File: config.mk
export PLATFORM = sky130hd
export DESIGN_NAME = package_record_deframer_unit
export DESIGN_NICKNAME = d
export VERILOG_FILES = /design/src/rtl/core/prd_pkg.sv /design/src/rtl/core/prd_in_stage.sv /design/src/rtl/core/prd_core.sv /design/src/rtl/core/prd_out_pair.sv /design/src/rtl/core/package_record_deframer_unit.sv
export SDC_FILE = /design/constraint.sdc
export NUM_CORES = 1
export LEC_CHECK = 0
export CAP_MARGIN = 40
export CORE_MARGIN = 5
export CORE_UTILIZATION = 51
export CTS_BUF_LIST = sky130_fd_sc_hd__clkbuf_4 sky130_fd_sc_hd__clkbuf_8
export DETAILED_ROUTE_END_ITERATION = 7
export DONT_BUFFER_PORTS = 1
export PLACE_DENSITY = 0.69
export SYNTH_ARGS = -nofsm -noshare
export SYNTH_HDL_FRONTEND = slang
export SYNTH_SLANG_ARGS = --single-unit
File: constraint.sdc
create_clock -name clk -period 5.13 [get_ports clk]
set_input_delay 0.2565 -clock clk [delete_from_list [all_inputs] [get_ports clk]]
set_output_delay 0.2565 -clock clk [all_outputs]
set_load 0.005 [all_outputs]
File: src/rtl/core/prd_pkg.sv
// Shared types and constants for the package record deframer.
// Holds the result word layout, status codes, register indexes and the signature table.
// No dependencies.
`timescale 1ns / 1ps

package prd_pkg;

  localparam int CFG_INDEX_W = 1;
  localparam int CFG_DATA_W  = 16;

  localparam logic [CFG_INDEX_W-1:0] CFG_WANTED_INDEX = 1'd0;
  localparam logic [CFG_INDEX_W-1:0] CFG_EMIT_ALL     = 1'd1;

  localparam logic [2:0] ST_DATA     = 3'd0;
  localparam logic [2:0] ST_EMPTY    = 3'd1;
  localparam logic [2:0] ST_BADSIG   = 3'd2;
  localparam logic [2:0] ST_NOTFOUND = 3'd3;
  localparam logic [2:0] ST_TRUNC    = 3'd4;

  localparam logic [2:0] SIG_LAST = 3'd6;

  typedef struct packed {
    logic [7:0]  payload_byte;
    logic [15:0] record_number;
    logic [31:0] record_length;
    logic        last_of_record;
    logic [2:0]  status;
  } res_t;

  typedef struct packed {
    logic v0;
    res_t r0;
    logic v1;
    res_t r1;
  } res_pair_t;

  function automatic logic [7:0] sig_char(input logic [2:0] pos);
    logic [7:0] c;
    unique case (pos)
      3'd0: c = 8'h51;
      3'd1: c = 8'h20;
      3'd2: c = 8'h50;
      3'd3: c = 8'h41;
      3'd4: c = 8'h43;
      3'd5: c = 8'h4B;
      3'd6: c = 8'h20;
      3'd7: c = 8'h51;
    endcase
    return c;
  endfunction

endpackage

File: src/rtl/core/prd_in_stage.sv
// Input register stage of the package record deframer.
// Holds one accepted stream word until the core consumes it; uses prd_pkg.
`timescale 1ns / 1ps

module prd_in_stage (
  input  logic       clk,
  input  logic       rst_n,
  input  logic       in_valid,
  output logic       in_ready,
  input  logic [7:0] in_data_byte,
  input  logic       in_end_of_package,
  input  logic       advance,
  output logic       s1_valid,
  output logic [7:0] s1_byte,
  output logic       s1_eop
);
  import prd_pkg::*;

  logic       valid_r;
  logic       valid_nxt;
  logic [7:0] byte_r;
  logic       eop_r;
  logic       load;

  assign in_ready = !valid_r || advance;
  assign load     = in_valid && in_ready;
  assign s1_valid = valid_r;
  assign s1_byte  = byte_r;
  assign s1_eop   = eop_r;

  always_comb begin
    valid_nxt = valid_r;
    if (load) begin
      valid_nxt = 1'b1;
    end else if (advance) begin
      valid_nxt = 1'b0;
    end
  end

  always_ff @(posedge clk) begin
    if (!rst_n) begin
      valid_r <= 1'b0;
    end else begin
      valid_r <= valid_nxt;
    end
  end

  always_ff @(posedge clk) begin
    if (load) begin
      byte_r <= in_data_byte;
      eop_r  <= in_end_of_package;
    end
  end

endmodule

File: src/rtl/core/prd_core.sv
// Framing state and per-word decode of the package record deframer.
// Tracks signature, header fields, name and payload and forms up to two results per word.
// Uses prd_pkg.
`timescale 1ns / 1ps

module prd_core #(
  parameter int RECORD_INDEX_BITS = 16
) (
  input  logic                  clk,
  input  logic                  rst_n,
  input  logic                  step,
  input  logic [7:0]            data_byte,
  input  logic                  eop,
  input  logic [15:0]           wanted_index,
  input  logic                  emit_all,
  output prd_pkg::res_pair_t    results
);
  import prd_pkg::*;

  localparam int CMP_W = (RECORD_INDEX_BITS > 16) ? RECORD_INDEX_BITS : 16;

  localparam logic [2:0] PH_SIG  = 3'd0;
  localparam logic [2:0] PH_SIZE = 3'd1;
  localparam logic [2:0] PH_NLEN = 3'd2;
  localparam logic [2:0] PH_NAME = 3'd3;
  localparam logic [2:0] PH_DATA = 3'd4;
  localparam logic [2:0] PH_SKIP = 3'd5;

  logic [2:0]                   phase_r, phase_nxt;
  logic [2:0]                   sig_pos_r, sig_pos_nxt;
  logic [31:0]                  fc_r, fc_nxt;
  logic [31:0]                  ps_r, ps_nxt;
  logic [31:0]                  nl_r, nl_nxt;
  logic [RECORD_INDEX_BITS-1:0] rec_r, rec_nxt;
  logic                         found_r, found_nxt;

  logic [31:0]      fc_inc;
  logic [31:0]      byte_sh;
  logic [CMP_W-1:0] rec_ext;
  logic [CMP_W-1:0] rec_nxt_ext;
  logic [CMP_W-1:0] want_ext;
  logic             rec_eq;
  logic             sel;
  logic             enter_pl;
  logic             finish;
  logic             have_rec;
  logic             have_eop;
  res_t             rec_res;
  res_t             eop_res;

  assign fc_inc   = fc_r + 32'd1;
  assign byte_sh  = {24'd0, data_byte} << {fc_r[1:0], 3'b000};
  assign rec_ext  = CMP_W'(rec_r);
  assign want_ext = CMP_W'(wanted_index);
  assign rec_eq   = (rec_ext == want_ext);
  assign sel      = emit_all || (rec_eq && !found_r);

  always_comb begin
    phase_nxt   = phase_r;
    sig_pos_nxt = sig_pos_r;
    fc_nxt      = fc_r;
    ps_nxt      = ps_r;
    nl_nxt      = nl_r;
    rec_nxt     = rec_r;
    found_nxt   = found_r;
    enter_pl    = 1'b0;
    finish      = 1'b0;
    have_rec    = 1'b0;
    rec_res     = '0;
    have_eop    = 1'b0;
    eop_res     = '0;
    rec_nxt_ext = '0;

    unique case (phase_r)
      PH_SIG: begin
        if (data_byte != sig_char(sig_pos_r)) begin
          have_rec       = 1'b1;
          rec_res.status = ST_BADSIG;
          phase_nxt      = PH_SKIP;
        end else if (sig_pos_r >= SIG_LAST) begin
          phase_nxt = PH_SIZE;
          fc_nxt    = 32'd0;
        end else begin
          sig_pos_nxt = sig_pos_r + 3'd1;
        end
      end
      PH_SIZE: begin
        ps_nxt = (fc_r == 32'd0) ? {24'd0, data_byte} : (ps_r | byte_sh);
        fc_nxt = fc_inc;
        if (fc_inc >= 32'd4) begin
          phase_nxt = PH_NLEN;
          fc_nxt    = 32'd0;
        end
      end
      PH_NLEN: begin
        nl_nxt = (fc_r == 32'd0) ? {24'd0, data_byte} : (nl_r | byte_sh);
        fc_nxt = fc_inc;
        if (fc_inc >= 32'd4) begin
          fc_nxt = 32'd0;
          if (nl_nxt == 32'd0) begin
            enter_pl = 1'b1;
          end else begin
            phase_nxt = PH_NAME;
          end
        end
      end
      PH_NAME: begin
        fc_nxt = fc_inc;
        if (fc_inc >= nl_r) begin
          enter_pl = 1'b1;
        end
      end
      PH_DATA: begin
        if (sel) begin
          have_rec               = 1'b1;
          rec_res.payload_byte   = ~data_byte;
          rec_res.record_number  = rec_ext[15:0];
          rec_res.record_length  = ps_r;
          rec_res.last_of_record = (fc_inc >= ps_r);
          rec_res.status         = ST_DATA;
        end
        fc_nxt = fc_inc;
        if (fc_inc >= ps_r) begin
          finish = 1'b1;
        end
      end
      default: begin
      end
    endcase

    if (enter_pl) begin
      fc_nxt = 32'd0;
      if (ps_r == 32'd0) begin
        if (sel) begin
          have_rec              = 1'b1;
          rec_res.record_number = rec_ext[15:0];
          rec_res.status        = ST_EMPTY;
        end
        finish = 1'b1;
      end else begin
        phase_nxt = PH_DATA;
      end
    end

    if (finish) begin
      found_nxt = found_r || rec_eq;
      rec_nxt   = rec_r + RECORD_INDEX_BITS'(1);
      phase_nxt = PH_SIZE;
      fc_nxt    = 32'd0;
    end

    rec_nxt_ext = CMP_W'(rec_nxt);

    if (eop) begin
      if (phase_nxt == PH_SIG) begin
        have_eop       = 1'b1;
        eop_res.status = ST_BADSIG;
      end else if (phase_nxt == PH_SIZE && fc_nxt == 32'd0) begin
        if (!emit_all && !found_nxt) begin
          have_eop              = 1'b1;
          eop_res.record_number = wanted_index;
          eop_res.status        = ST_NOTFOUND;
        end
      end else if (phase_nxt != PH_SKIP) begin
        have_eop              = 1'b1;
        eop_res.record_number = rec_nxt_ext[15:0];
        eop_res.record_length = ps_nxt;
        eop_res.status        = ST_TRUNC;
      end
      phase_nxt   = PH_SIG;
      sig_pos_nxt = 3'd0;
      fc_nxt      = 32'd0;
      ps_nxt      = 32'd0;
      nl_nxt      = 32'd0;
      rec_nxt     = '0;
      found_nxt   = 1'b0;
    end
  end

  assign results.v0 = have_rec || have_eop;
  assign results.r0 = have_rec ? rec_res : eop_res;
  assign results.v1 = have_rec && have_eop;
  assign results.r1 = eop_res;

  always_ff @(posedge clk) begin
    if (!rst_n) begin
      phase_r   <= PH_SIG;
      sig_pos_r <= 3'd0;
      fc_r      <= 32'd0;
      ps_r      <= 32'd0;
      nl_r      <= 32'd0;
      rec_r     <= '0;
      found_r   <= 1'b0;
    end else if (step) begin
      phase_r   <= phase_nxt;
      sig_pos_r <= sig_pos_nxt;
      fc_r      <= fc_nxt;
      ps_r      <= ps_nxt;
      nl_r      <= nl_nxt;
      rec_r     <= rec_nxt;
      found_r   <= found_nxt;
    end
  end

endmodule

File: src/rtl/core/prd_out_pair.sv
// Result register of the package record deframer.
// Holds the one or two results of a word and hands them out one per handshake; uses prd_pkg.
`timescale 1ns / 1ps

module prd_out_pair (
  input  logic               clk,
  input  logic               rst_n,
  input  logic               load,
  input  prd_pkg::res_pair_t pair_in,
  output logic               free,
  output logic               out_valid,
  input  logic               out_ready,
  output prd_pkg::res_t      out_res
);
  import prd_pkg::*;

  logic v0_r, v0_nxt;
  logic v1_r, v1_nxt;
  res_t r0_r;
  res_t r1_r;
  logic pop;

  assign out_valid = v0_r || v1_r;
  assign out_res   = v0_r ? r0_r : r1_r;
  assign pop       = out_valid && out_ready;
  assign free      = !out_valid || (pop && !(v0_r && v1_r));

  always_comb begin
    v0_nxt = v0_r;
    v1_nxt = v1_r;
    if (load) begin
      v0_nxt = pair_in.v0;
      v1_nxt = pair_in.v1;
    end else if (pop) begin
      if (v0_r) begin
        v0_nxt = 1'b0;
      end else begin
        v1_nxt = 1'b0;
      end
    end
  end

  always_ff @(posedge clk) begin
    if (!rst_n) begin
      v0_r <= 1'b0;
      v1_r <= 1'b0;
    end else begin
      v0_r <= v0_nxt;
      v1_r <= v1_nxt;
    end
  end

  always_ff @(posedge clk) begin
    if (load) begin
      r0_r <= pair_in.r0;
      r1_r <= pair_in.r1;
    end
  end

endmodule

File: src/rtl/core/package_record_deframer_unit.sv
// The first result of a word is offered from the result register, which loads as the word
// leaves the input register, once the result register is free.
// Throughput: one word per cycle while the result register is free; a word that gives
// two results (only an end-of-package word can) holds that register for two output transfers.
// Reset (synchronous, rst_n low) returns the framer to the signature phase, clears
// wanted_index and emit_all, and empties the input and result registers.
`timescale 1ns / 1ps

module package_record_deframer_unit #(
  parameter int RECORD_INDEX_BITS = 16
) (
  input  logic                             clk,
  input  logic                             rst_n,
  input  logic                             in_valid,
  output logic                             in_ready,
  input  logic [7:0]                       in_data_byte,
  input  logic                             in_end_of_package,
  output logic                             out_valid,
  input  logic                             out_ready,
  output logic [7:0]                       out_payload_byte,
  output logic [15:0]                      out_record_number,
  output logic [31:0]                      out_record_length,
  output logic                             out_last_of_record,
  output logic [2:0]                       out_status,
  input  logic                             cfg_we,
  input  logic [prd_pkg::CFG_INDEX_W-1:0]  cfg_index,
  input  logic [prd_pkg::CFG_DATA_W-1:0]   cfg_data
);
  import prd_pkg::*;

  logic [15:0] wanted_index_r;
  logic        emit_all_r;
  logic        s1_valid;
  logic [7:0]  s1_byte;
  logic        s1_eop;
  logic        pair_free;
  logic        advance;
  res_pair_t   pair;
  res_t        out_res;

  assign advance = s1_valid && pair_free;

  always_ff @(posedge clk) begin
    if (!rst_n) begin
      wanted_index_r <= 16'd0;
      emit_all_r     <= 1'b0;
    end else if (cfg_we) begin
      unique case (cfg_index)
        CFG_WANTED_INDEX: wanted_index_r <= cfg_data;
        CFG_EMIT_ALL:     emit_all_r     <= cfg_data[0];
        default: begin
        end
      endcase
    end
  end

  prd_in_stage u_in (
    .clk               (clk),
    .rst_n             (rst_n),
    .in_valid          (in_valid),
    .in_ready          (in_ready),
    .in_data_byte      (in_data_byte),
    .in_end_of_package (in_end_of_package),
    .advance           (advance),
    .s1_valid          (s1_valid),
    .s1_byte           (s1_byte),
    .s1_eop            (s1_eop)
  );

  prd_core #(
    .RECORD_INDEX_BITS (RECORD_INDEX_BITS)
  ) u_core (
    .clk          (clk),
    .rst_n        (rst_n),
    .step         (advance),
    .data_byte    (s1_byte),
    .eop          (s1_eop),
    .wanted_index (wanted_index_r),
    .emit_all     (emit_all_r),
    .results      (pair)
  );

  prd_out_pair u_out (
    .clk       (clk),
    .rst_n     (rst_n),
    .load      (advance),
    .pair_in   (pair),
    .free      (pair_free),
    .out_valid (out_valid),
    .out_ready (out_ready),
    .out_res   (out_res)
  );

  assign out_payload_byte   = out_res.payload_byte;
  assign out_record_number  = out_res.record_number;
  assign out_record_length  = out_res.record_length;
  assign out_last_of_record = out_res.last_of_record;
  assign out_status         = out_res.status;

endmodule

==> summary.md, run 1 <==
| Metric | Value |
|---|---|
| Crit path cell chain | `nand4_4, or4_4, or4_1, nand2_1, ha_1, a21oi_1, o21ai_0, a221oi_1, o22ai_1, a41oi_1, buf_4, nand2_1, buf_4, a21bo_2, a32oi_1, nand3_2, o21ai_2, buf_12, a21boi_0` |
| Synthesis-to-finish area growth | `13.6%` |
| Grt ovf | `0` |
| Tightest Pin Transition | `around 0.97 ns` |
| Post-synth ARST share | `0%` |
| Hold Crit Class | `in2reg` |
| Ratio of cells with drive above 1 in the final layout | `15.5%` |
| Post-synthesis sequential area ratio | `42.4%` |
| Worst path slowest cell | `or4_4` |
| Leak Pwr | `6.43 nW` |
| Post-Syn Nets | `1,812` |
| First-pass GRT wire length | `between 70 and 80 mm` |
| Yosys reg bits | `265` |
| Average routed wire per standard cell | `about 21 um` |
| Setup violations, final | `0` |
| Post-synth EDFFs | `between 100 and 150` |
| DP Worst Slack | `0.166 ns` |
| Final Hold Viols | `0` |
| Final-report max-slew violation count | `0` |
| RSZ-0062 raised after global routing | `false` |
| CP Class | `reg2reg` |
| Status | `finished clean` |
| Worst rel slew slack | `34.9%` |
| Die height | `roughly 180 um` |
| DP HPWL | `about 32 mm` |
| Total die area | `33,700 um^2` |
| Yosys warning total | `0` |
| Critical path arrival | `5.29 ns` |
| Clock Skews | `0.0280 ns` |
| Antenna viol nets, final | `0` |
| Fin crit share | `a little over nine tenths` |
| Die Width | `183 um` |
| Final setup TNS | `0 ns` |
| Max VDD drop | `0.173 mV` |
| DRC Markers | `0` |
| TritonCTS Buffers | `44` |
| CP max stage delay | `roughly 0.6 ns` |
| Maxcap violations | `0` |
| CTS tree | `done` |
| Clk Latency, worst-skew pair | `roughly 0.58 ns` |
| Crit Path Max Fanout | `24` |
| Initial antenna violation count | `0` |
| CTS Root Cell | `clkbuf_8` |
| Cell variety after synth | `83` |
| IO Pins | `just over 90` |
| ANT cells | `0` |
| Gr usage total | `26.1%` |
| Mapped Cells | `about 1,700` |
| Min Clock Period, post-route | `4.91 ns` |
| Vias in the first global route | `12,700` |
| Multi-input combinational cell area | `approximately 8000 um^2` |
| Largest net degree at the start of global routing | `79` |
| Core area | `29,700 um^2` |
| Predominant post-synthesis flop cell | `dfxtp_1` |
| PwrDens | `261 nW/um^2` |
| Filler cells | `2,571` |
| Vias per cell | `6.17` |
| Routed wire length | `45.0 mm` |
| Iter 0 DRT Violations | `roughly 1,700` |
| Clk buf depth | `3` |
| Syn avg cell area | `8.99 um^2` |
| Max Clock Freq | `204 MHz` |
| Initial core utilization | `between 50% and 60%` |
| Final worst-path setup slack | `0.217 ns` |
| Sink Count | `265` |
| NumNets Final | `1,854` |
| Post-CTS setup buffers | `0` |
| Mapped Area | `15,300 um^2` |
| Vias | `roughly 13,000` |
| CP startpoint kind | `register` |
| # port buffers | `0` |
| # rows | `63` |
| CTS HTree Levels | `2` |
| Reg area | `6510 um^2` |
| CP required | `around 5.5 ns` |
| Clk slew on worst S/H paths | `0.06 ns` |
| Pre-antenna DRT Iters | `7` |
| Critical path capture point type | `register` |
| RD Place Congestion | `roughly 0.93` |
[cells in the mapped netlist, drive strengths merged, types with 9 or more instances]
cell    count  area share, %
clkbuf     95            2.3
nand3      67            2.2
nor4       42            1.8
nand4      67            2.9
a21o       10           0.49
edfxtp    120             23
xor2       29            1.7
nand2     150            3.7
nor2b      10           0.41
and2       24           0.98
a21oi     144            4.7
nand2b     11           0.45
o21ai      74            2.4
a211oi      9           0.51
or2         9           0.37
mux2       53            3.9
and4       16           0.91
a22o       19            1.1
xnor2      37            2.1
a22oi      53            2.6
buf        36            1.3
nor2      161            4.0
dfxtp     145             19
nor3       24           0.82
inv        84            2.1
and3       17           0.69
a21boi     25            1.3
ha         74            6.0
[cells by family (layout without fill, tap and decap cells)]
family                     Yosys count  in the layout  share of synthesized area [%]
and+or+nand+nor                    627            627                           20.8
muxes                               58             58                           4.21
DFF                                265            265                           42.4
xor gates and xnor gates            66             66                           3.77
adders and majority gates           75             75                           6.10
AOI/OAI and AO/OA                  401            401                           17.1
buffers and inverters              215            292                           5.64
[worst max-delay path: cells and delay by family (launching register included)]
| family | cells | cell delay [ns] |
|---|---|---|
| adders and majority gates | 1 | 0.27 |
| buffers and inverters | 3 | 0.53 |
| AOI/OAI and AO/OA | 9 | 1.73 |
| and+or+nand+nor | 6 | 1.78 |
| DFF | 1 | 0.42 |
[area by class of cell]
type                            count  area share (%)
Timing Repair Buffer              127            6.93
Sequential cell                   265            37.3
Tap cell                          390            2.80
Clock buffer                       73            4.79
Inverter                           84            1.84
Clock inverter                      8           0.309
Multi-Input combinational cell   1227            46.0
[where the power goes]
group,switching [W],internal [W],total [W]
logic,0.000242,0.000135,0.000378
registers,0.0000284,0.00225,0.00228
clock network,0.000853,0.00103,0.00188
total,0.00112,0.00342,0.00454
[flip-flops by register name, summed over array words and instances, names as in the netlist, 3 cells and up, named ones only]
| signal | cells |
|---|---|
| u_core.fc_r | 32 |
| u_core.nl_r | 32 |
| u_core.phase_r | 3 |
| u_core.ps_r | 32 |
| u_core.rec_ext | 16 |
| u_core.sig_pos_r | 3 |
| u_in.s1_byte | 8 |
| u_out.r0_r | 60 |
| u_out.r1_r | 51 |
| wanted_index_r | 16 |
[timing repair]
item                                    in CTS  in global routing
resized for setup                            0                 12
hold buffers                                36                  0
endpoints found under the setup margin       0                 76
hold endpoints to repair                    42                  0
[layout by cell type, fill, tap and decap left out, types with 7 or more instances in the layout]
cell type	count
dfxtp_1	142
clkbuf_4	27
mux2_2	53
nand2b_1	11
buf_12	10
dlygate4sd3_1	36
a211oi_1	7
a21oi_1	144
a32o_1	7
nand3_1	65
o21ai_1	13
xor2_1	28
nor4_1	38
clkbuf_8	46
inv_1	80
a22o_1	19
nor2_1	155
nand4_1	65
a22oi_1	53
buf_4	79
a21o_1	10
o21ai_0	59
and4_1	16
o21a_1	8
and3_1	17
and2_1	24
or2_2	8
xnor2_1	37
o31ai_1	8
edfxtp_1	120
a21boi_1	15
ha_1	74
nor2b_1	10
nand2_1	149
nor3_1	22
[final timing paths]
check / from / endpoint / slack, ns / cells after the start
worst max-delay path: u_core.fc_r[11] / u_out.r0_r[12] / 0.22 / 19
worst min-delay path: cfg_index / wanted_index_r[10] / 0.13 / 4
worst max register to register: u_core.fc_r[11] / u_out.r0_r[12] / 0.22 / 19
worst min register to register: u_core.found_r / u_core.found_r / 0.50 / 2
[stage by stage]
| stage | total power [W] | instance area, um^2 | utilization (%) | cells | hold slack (ns) |
|---|---|---|---|---|---|
| after floorplan | 0.00256 | 15400 | - | 1707 | 0.355 |
| after global placement | 0.00266 | 16100 | 54.1 | 2054 | 0.355 |
| after detailed placement | 0.00268 | 16100 | 54.3 | 2057 | 0.355 |
| after CTS | 0.00457 | 17400 | 58.5 | 2174 | 0.106 |
| after global routing | 0.00471 | 17400 | 58.7 | 2174 | 0.163 |
| final | 0.00454 | 17400 | 58.7 | 2174 | 0.131 |
[routing by layer]
layer	wire length [um]	GRT usage [%]	vias up
met5	0	0	-
met4	1390	7.87	0
met3	4120	5.05	104
met2	20200	41.6	636
met1	19300	36.3	6391
li1	-	-	6287
(Power assumes the default switching activity.)
==> run 2, diff against run 1 <==
--- a/config.mk
+++ b/config.mk
@@ -14,4 +14,5 @@
 export PLACE_DENSITY = 0.69
 export SYNTH_ARGS = -nofsm -noshare
 export SYNTH_HDL_FRONTEND = slang
+export SYNTH_HIERARCHICAL = 1
 export SYNTH_SLANG_ARGS = --single-unit
==> run 2 against run 1 <==
Non-clock buffer count is 62 higher. Clock skew is 0.016 ns higher. Synthesized cell count is 1.9% higher. Sequential power is 6% higher. Hold slack worse by 0.094 ns. Sequential share of layout area is 1.0 points lower. Flip-flop and latch count is 9 higher. Global-route usage is 1.4 points higher. Count of clock-buffer cells in the layout is 2 higher. Synthesized area is 4.8% higher. Combinational power is 56% higher. Largest cell class unchanged.
==> summary.md, run 2 <==
| Metric | Value |
|---|---|
| TritonCTS Buffers | `46 (was 44)` |
| Clk buf depth | `3 (unchanged)` |
| Max VDD drop | `0.263 mV (was 0.173 mV)` |
| Mapped Area | `16,100 um^2 (was 15,300 um^2)` |
| # rows | `65 (was 63)` |
| Critical path arrival | `5.30 ns (was 5.29 ns)` |
| Grt ovf | `0 (unchanged)` |
| Synth top area cells | `edfxtp_1 (24%), dfxtp_1 (18%), ha_1 (5.7%) (was edfxtp_1 (23%), dfxtp_1 (19%), ha_1 (6.0%))` |
| CTS Root Cell | `clkbuf_8 (unchanged)` |
| Final-report max-slew violation count | `0 (unchanged)` |
| Worst path depth | `22 (was 19)` |
| CP most frequent cell | `buf_4` |
| Post-synthesis sequential area ratio | `42.1% (was 42.4%)` |
| Vias | `14,200 (was 13,400)` |
| RD Place Congestion | `0.986 (was 0.931)` |
| R2R Setup Slk | `0.24 ns (was 0.22 ns)` |
| Total die area | `35,200 um^2 (was 33,700 um^2)` |
| CP max stage delay | `0.47 ns (was 0.61 ns)` |
| Antenna viol nets, final | `0 (unchanged)` |
| CP Launch Point | `u_core/fc_r[2] (was u_core.fc_r[11])` |
| Initial core utilization | `51.4% (was 51.7%)` |
| DRC Markers | `0 (unchanged)` |
| Status | `finished clean (unchanged)` |
| Count leader, synth | `nor2_1 (unchanged)` |
| Post-synth ARST share | `0% (unchanged)` |
| Initial antenna violation count | `1 (was 0)` |
| Synthesis-to-finish area growth | `16.1% (was 13.6%)` |
| Worst rel slew slack | `42.1% (was 34.9%)` |
| Largest net degree at the start of global routing | `57 (was 79)` |
| CTS HTree Levels | `2 (unchanged)` |
| Clock Skews | `0.0438 ns (was 0.0280 ns)` |
| Pre-antenna DRT Iters | `7 (unchanged)` |
| Buf/Inv on CP | `6 (was 3)` |
| Hold Crit Class | `in2reg (unchanged)` |
| IO Pins | `93 (unchanged)` |
| NumNets Final | `1,941 (was 1,854)` |
| Iter 0 DRT Violations | `1,490 (was 1,702)` |
| Largest delay share family, worst path | `compound AO/OA/AOI/OAI gates (was simple AND/OR/NAND/NOR gates)` |
| CP startpoint kind | `register (unchanged)` |
| Leak Pwr | `7.31 nW (was 6.43 nW)` |
| Fin crit share | `95.3% (was 95.8%)` |
| DP HPWL | `35.3 mm (was 31.7 mm)` |
| Reg2reg start | `u_core/fc_r[2] (was u_core.fc_r[11])` |
| Clk slew on worst S/H paths | `0.06 ns (about the same)` |
| Cell taking the most area after synthesis | `edfxtp_1 (unchanged)` |
| Gr usage total | `27.5% (was 26.1%)` |
| Critical path capture point type | `register (unchanged)` |
| Routed wire length | `49.9 mm (was 45.0 mm)` |
| Yosys reg bits | `274 (was 265)` |
| Clk Latency, worst-skew pair | `0.60 ns (was 0.58 ns)` |
| Max Clock Freq | `204 MHz (about the same)` |
| Most common cell after layout, fill and taps aside | `nor2_1 (unchanged)` |
| Crit path cell chain | `nand4_4, or4_1, buf_4, nor4_2, buf_4, xor2_1, buf_4, ha_1, a21o_1, a21o_1, a21oi_1, a2bb2oi_1, a21oi_1, nor2_1, o41ai_2, buf_4, a2111o_1, o31a_2, clkinv_2, buf_12, nand4_1, a21oi_1 (was nand4_4, or4_4, or4_1, nand2_1, ha_1, a21oi_1, o21ai_0, a221oi_1, o22ai_1, a41oi_1, buf_4, nand2_1, buf_4, a21bo_2, a32oi_1, nand3_2, o21ai_2, buf_12, a21boi_0)` |
| Top cell type's share of synthesized area | `24.1% (was 23.5%)` |
| Die Width | `188 um (was 183 um)` |
| DP Worst Slack | `0.00802 ns (was 0.166 ns)` |
| Cell variety after synth | `98 (was 83)` |
| Predominant post-synthesis flop cell | `dfxtp_1 (unchanged)` |
| Commonest cells in the synthesized netlist | `nor2_1 (169), dfxtp_1 (145), a21oi_1 (138) (was nor2_1 (160), nand2_1 (149), dfxtp_1 (145))` |
| Ratio of cells with drive above 1 in the final layout | `18.4% (was 15.5%)` |
| Placed Area | `17,100 um^2 (was 16,100 um^2)` |
| Die height | `188 um (was 183 um)` |
| CP required | `5.54 ns (was 5.51 ns)` |
| Post-CTS setup buffers | `0 (unchanged)` |
| CTS tree | `done (unchanged)` |
| Vias in the first global route | `13,400 (was 12,700)` |
| Crit Path Max Fanout | `24 (unchanged)` |
| Syn avg cell area | `9.24 um^2 (was 8.99 um^2)` |
| CP Class | `reg2reg (unchanged)` |
| Final worst-path setup slack | `0.240 ns (was 0.217 ns)` |
| Setup violations, final | `0 (unchanged)` |
| Final instance area | `18,700 um^2 (was 17,400 um^2)` |
| First-pass GRT wire length | `77.0 mm (was 70.6 mm)` |
| CP endpoint | `u_out/r0_r[32] (was u_out.r0_r[12])` |
| Reg2Reg Depth | `22 (was 19)` |
| Worst path slowest cell | `or4_1 (was or4_4)` |
| Capture point of the worst reg-to-reg path | `u_out/r0_r[32] (was u_out.r0_r[12])` |
| Average routed wire per standard cell | `21.9 um (was 20.7 um)` |
| Min Clock Period, post-route | `4.89 ns (was 4.91 ns)` |
| Sink Count | `274 (was 265)` |
| Core area | `31,300 um^2 (was 29,700 um^2)` |
| # port buffers | `0 (unchanged)` |
| PwrDens | `273 nW/um^2 (was 261 nW/um^2)` |
| Biggest regs | `u_out/r0_r x60, u_out/r1_r x60 (was u_out.r0_r x60, u_out.r1_r x51)` |
| Maxcap violations | `0 (unchanged)` |
| Post-synth EDFFs | `129 (was 120)` |
| Yosys warning total | `6 (was 0)` |
| Mapped Cells | `1,740 (was 1,707)` |
| Most frequent cells in the layout | `nor2_1 (169), dfxtp_1 (142), a21oi_1 (134) (was nor2_1 (155), nand2_1 (149), a21oi_1 (144))` |
| Vias per cell | `6.24 (was 6.17)` |
| Final Hold Viols | `0 (unchanged)` |
| Tightest Pin Transition | `0.866 ns (was 0.974 ns)` |
[run 2: changes by cell type after synthesis, moves of 15 or more]
cell      previous run  this run
mux2i_1              5        24
nand2_1            149       127
a21o_1              10        27
a31oi_1              5        33
buf_4                2        27
a21boi_1            16         1
nand3_1             66        31
[run 2: logic make-up after synthesis]
group / Yosys count / share of synthesized area, %
muxes: 87 / 5.91
and+or+nand+nor: 589 / 18.9
AOI/OAI and AO/OA: 417 / 17.3
buffers and inverters: 232 / 6.45
xor gates and xnor gates: 67 / 3.65
DFF: 274 / 42.1
adders and majority gates: 73 / 5.68
other: 1 / 0.0233
[run 2: repair_timing]
item / 4_1_cts / 5_1_grt
hold buffers: 46 / 0
gates resized for setup: 0 / 19
hold endpoints to repair: 43 / 0
setup endpoints to repair: 0 / 133
[run 2: worst min-delay path by stage]
stage          depth (start not counted)  slack (ns)             from               to
5_1_grt                                3        0.04            rst_n  u_core/ps_r[24]
4_1_cts                                3        0.02            rst_n   u_core/ps_r[8]
3_3_place_gp                           0        0.36  in_data_byte[1]  u_in/s1_byte[1]
6_report                               3        0.04            rst_n   u_core/ps_r[8]
2_1_floorplan                          0        0.36  in_data_byte[0]  u_in/s1_byte[0]
3_5_place_dp                           0        0.36  in_data_byte[1]  u_in/s1_byte[1]
[run 2: cell type report]
| type | instances | area, um^2 |
|---|---|---|
| fill | 2634 | 12600 |
| sequential | 274 | 6780 |
| clock buffer | 75 | 913 |
| clock inverter | 10 | 88.8 |
| timing repair buffer | 189 | 1670 |
| inverter | 84 | 317 |
| antenna | 1 | 2.50 |
| tap | 402 | 503 |
| multi-input combinational | 1242 | 8400 |
[run 2: per-layer routing]
| metal | vias to the layer above | part of all wire, % | GRT usage [%] | routed length (um) |
|---|---|---|---|---|
| met5 | - | 0.026 | 0 | 13 |
| met4 | 2 | 4.2 | 11.2 | 2100 |
| met3 | 146 | 9.8 | 6.85 | 4910 |
| met2 | 726 | 45 | 42.9 | 22500 |
| met1 | 6769 | 41 | 36.8 | 20400 |
| li1 | 6565 | - | - | - |
[run 2: metrics by stage]
step / util, % / TNS (ns) / power [W] / hold slack [ns] / cells
6_report: 59.6 / 0 / 0.00509 / 0.0368 / 2277
5_1_grt: 59.6 / -0.0137 / 0.00529 / 0.0359 / 2276
4_1_cts: 59.4 / 0 / 0.00511 / 0.0153 / 2276
3_5_place_dp: 54.6 / 0 / 0.00299 / 0.355 / 2145
3_3_place_gp: 54.5 / 0 / 0.00297 / 0.355 / 2142
2_1_floorplan: - / 0 / 0.00281 / 0.355 / 1748
[run 2: report_power, final]
group	internal, W	leakage (nW)	switching (W)
registers	0.00236	2.43	0.0000455
logic	0.000212	4.34	0.000376
clock network	0.00118	0.532	0.000915
[run 2: worst register-to-register path, stage by stage, from the launching register on]
cell and delay (ns):
dfxtp_1 0.42, nand4_4 0.10, or4_1 0.47, buf_4 0.21
nor4_2 0.27, buf_4 0.20, xor2_1 0.27, buf_4 0.20
ha_1 0.24, a21o_1 0.17, a21o_1 0.17, a21oi_1 0.15
a2bb2oi_1 0.18, a21oi_1 0.08, nor2_1 0.13, o41ai_2 0.12
buf_4 0.19, a2111o_1 0.40, o31a_2 0.13, clkinv_2 0.12
buf_12 0.18, nand4_1 0.12, a21oi_1 0.22
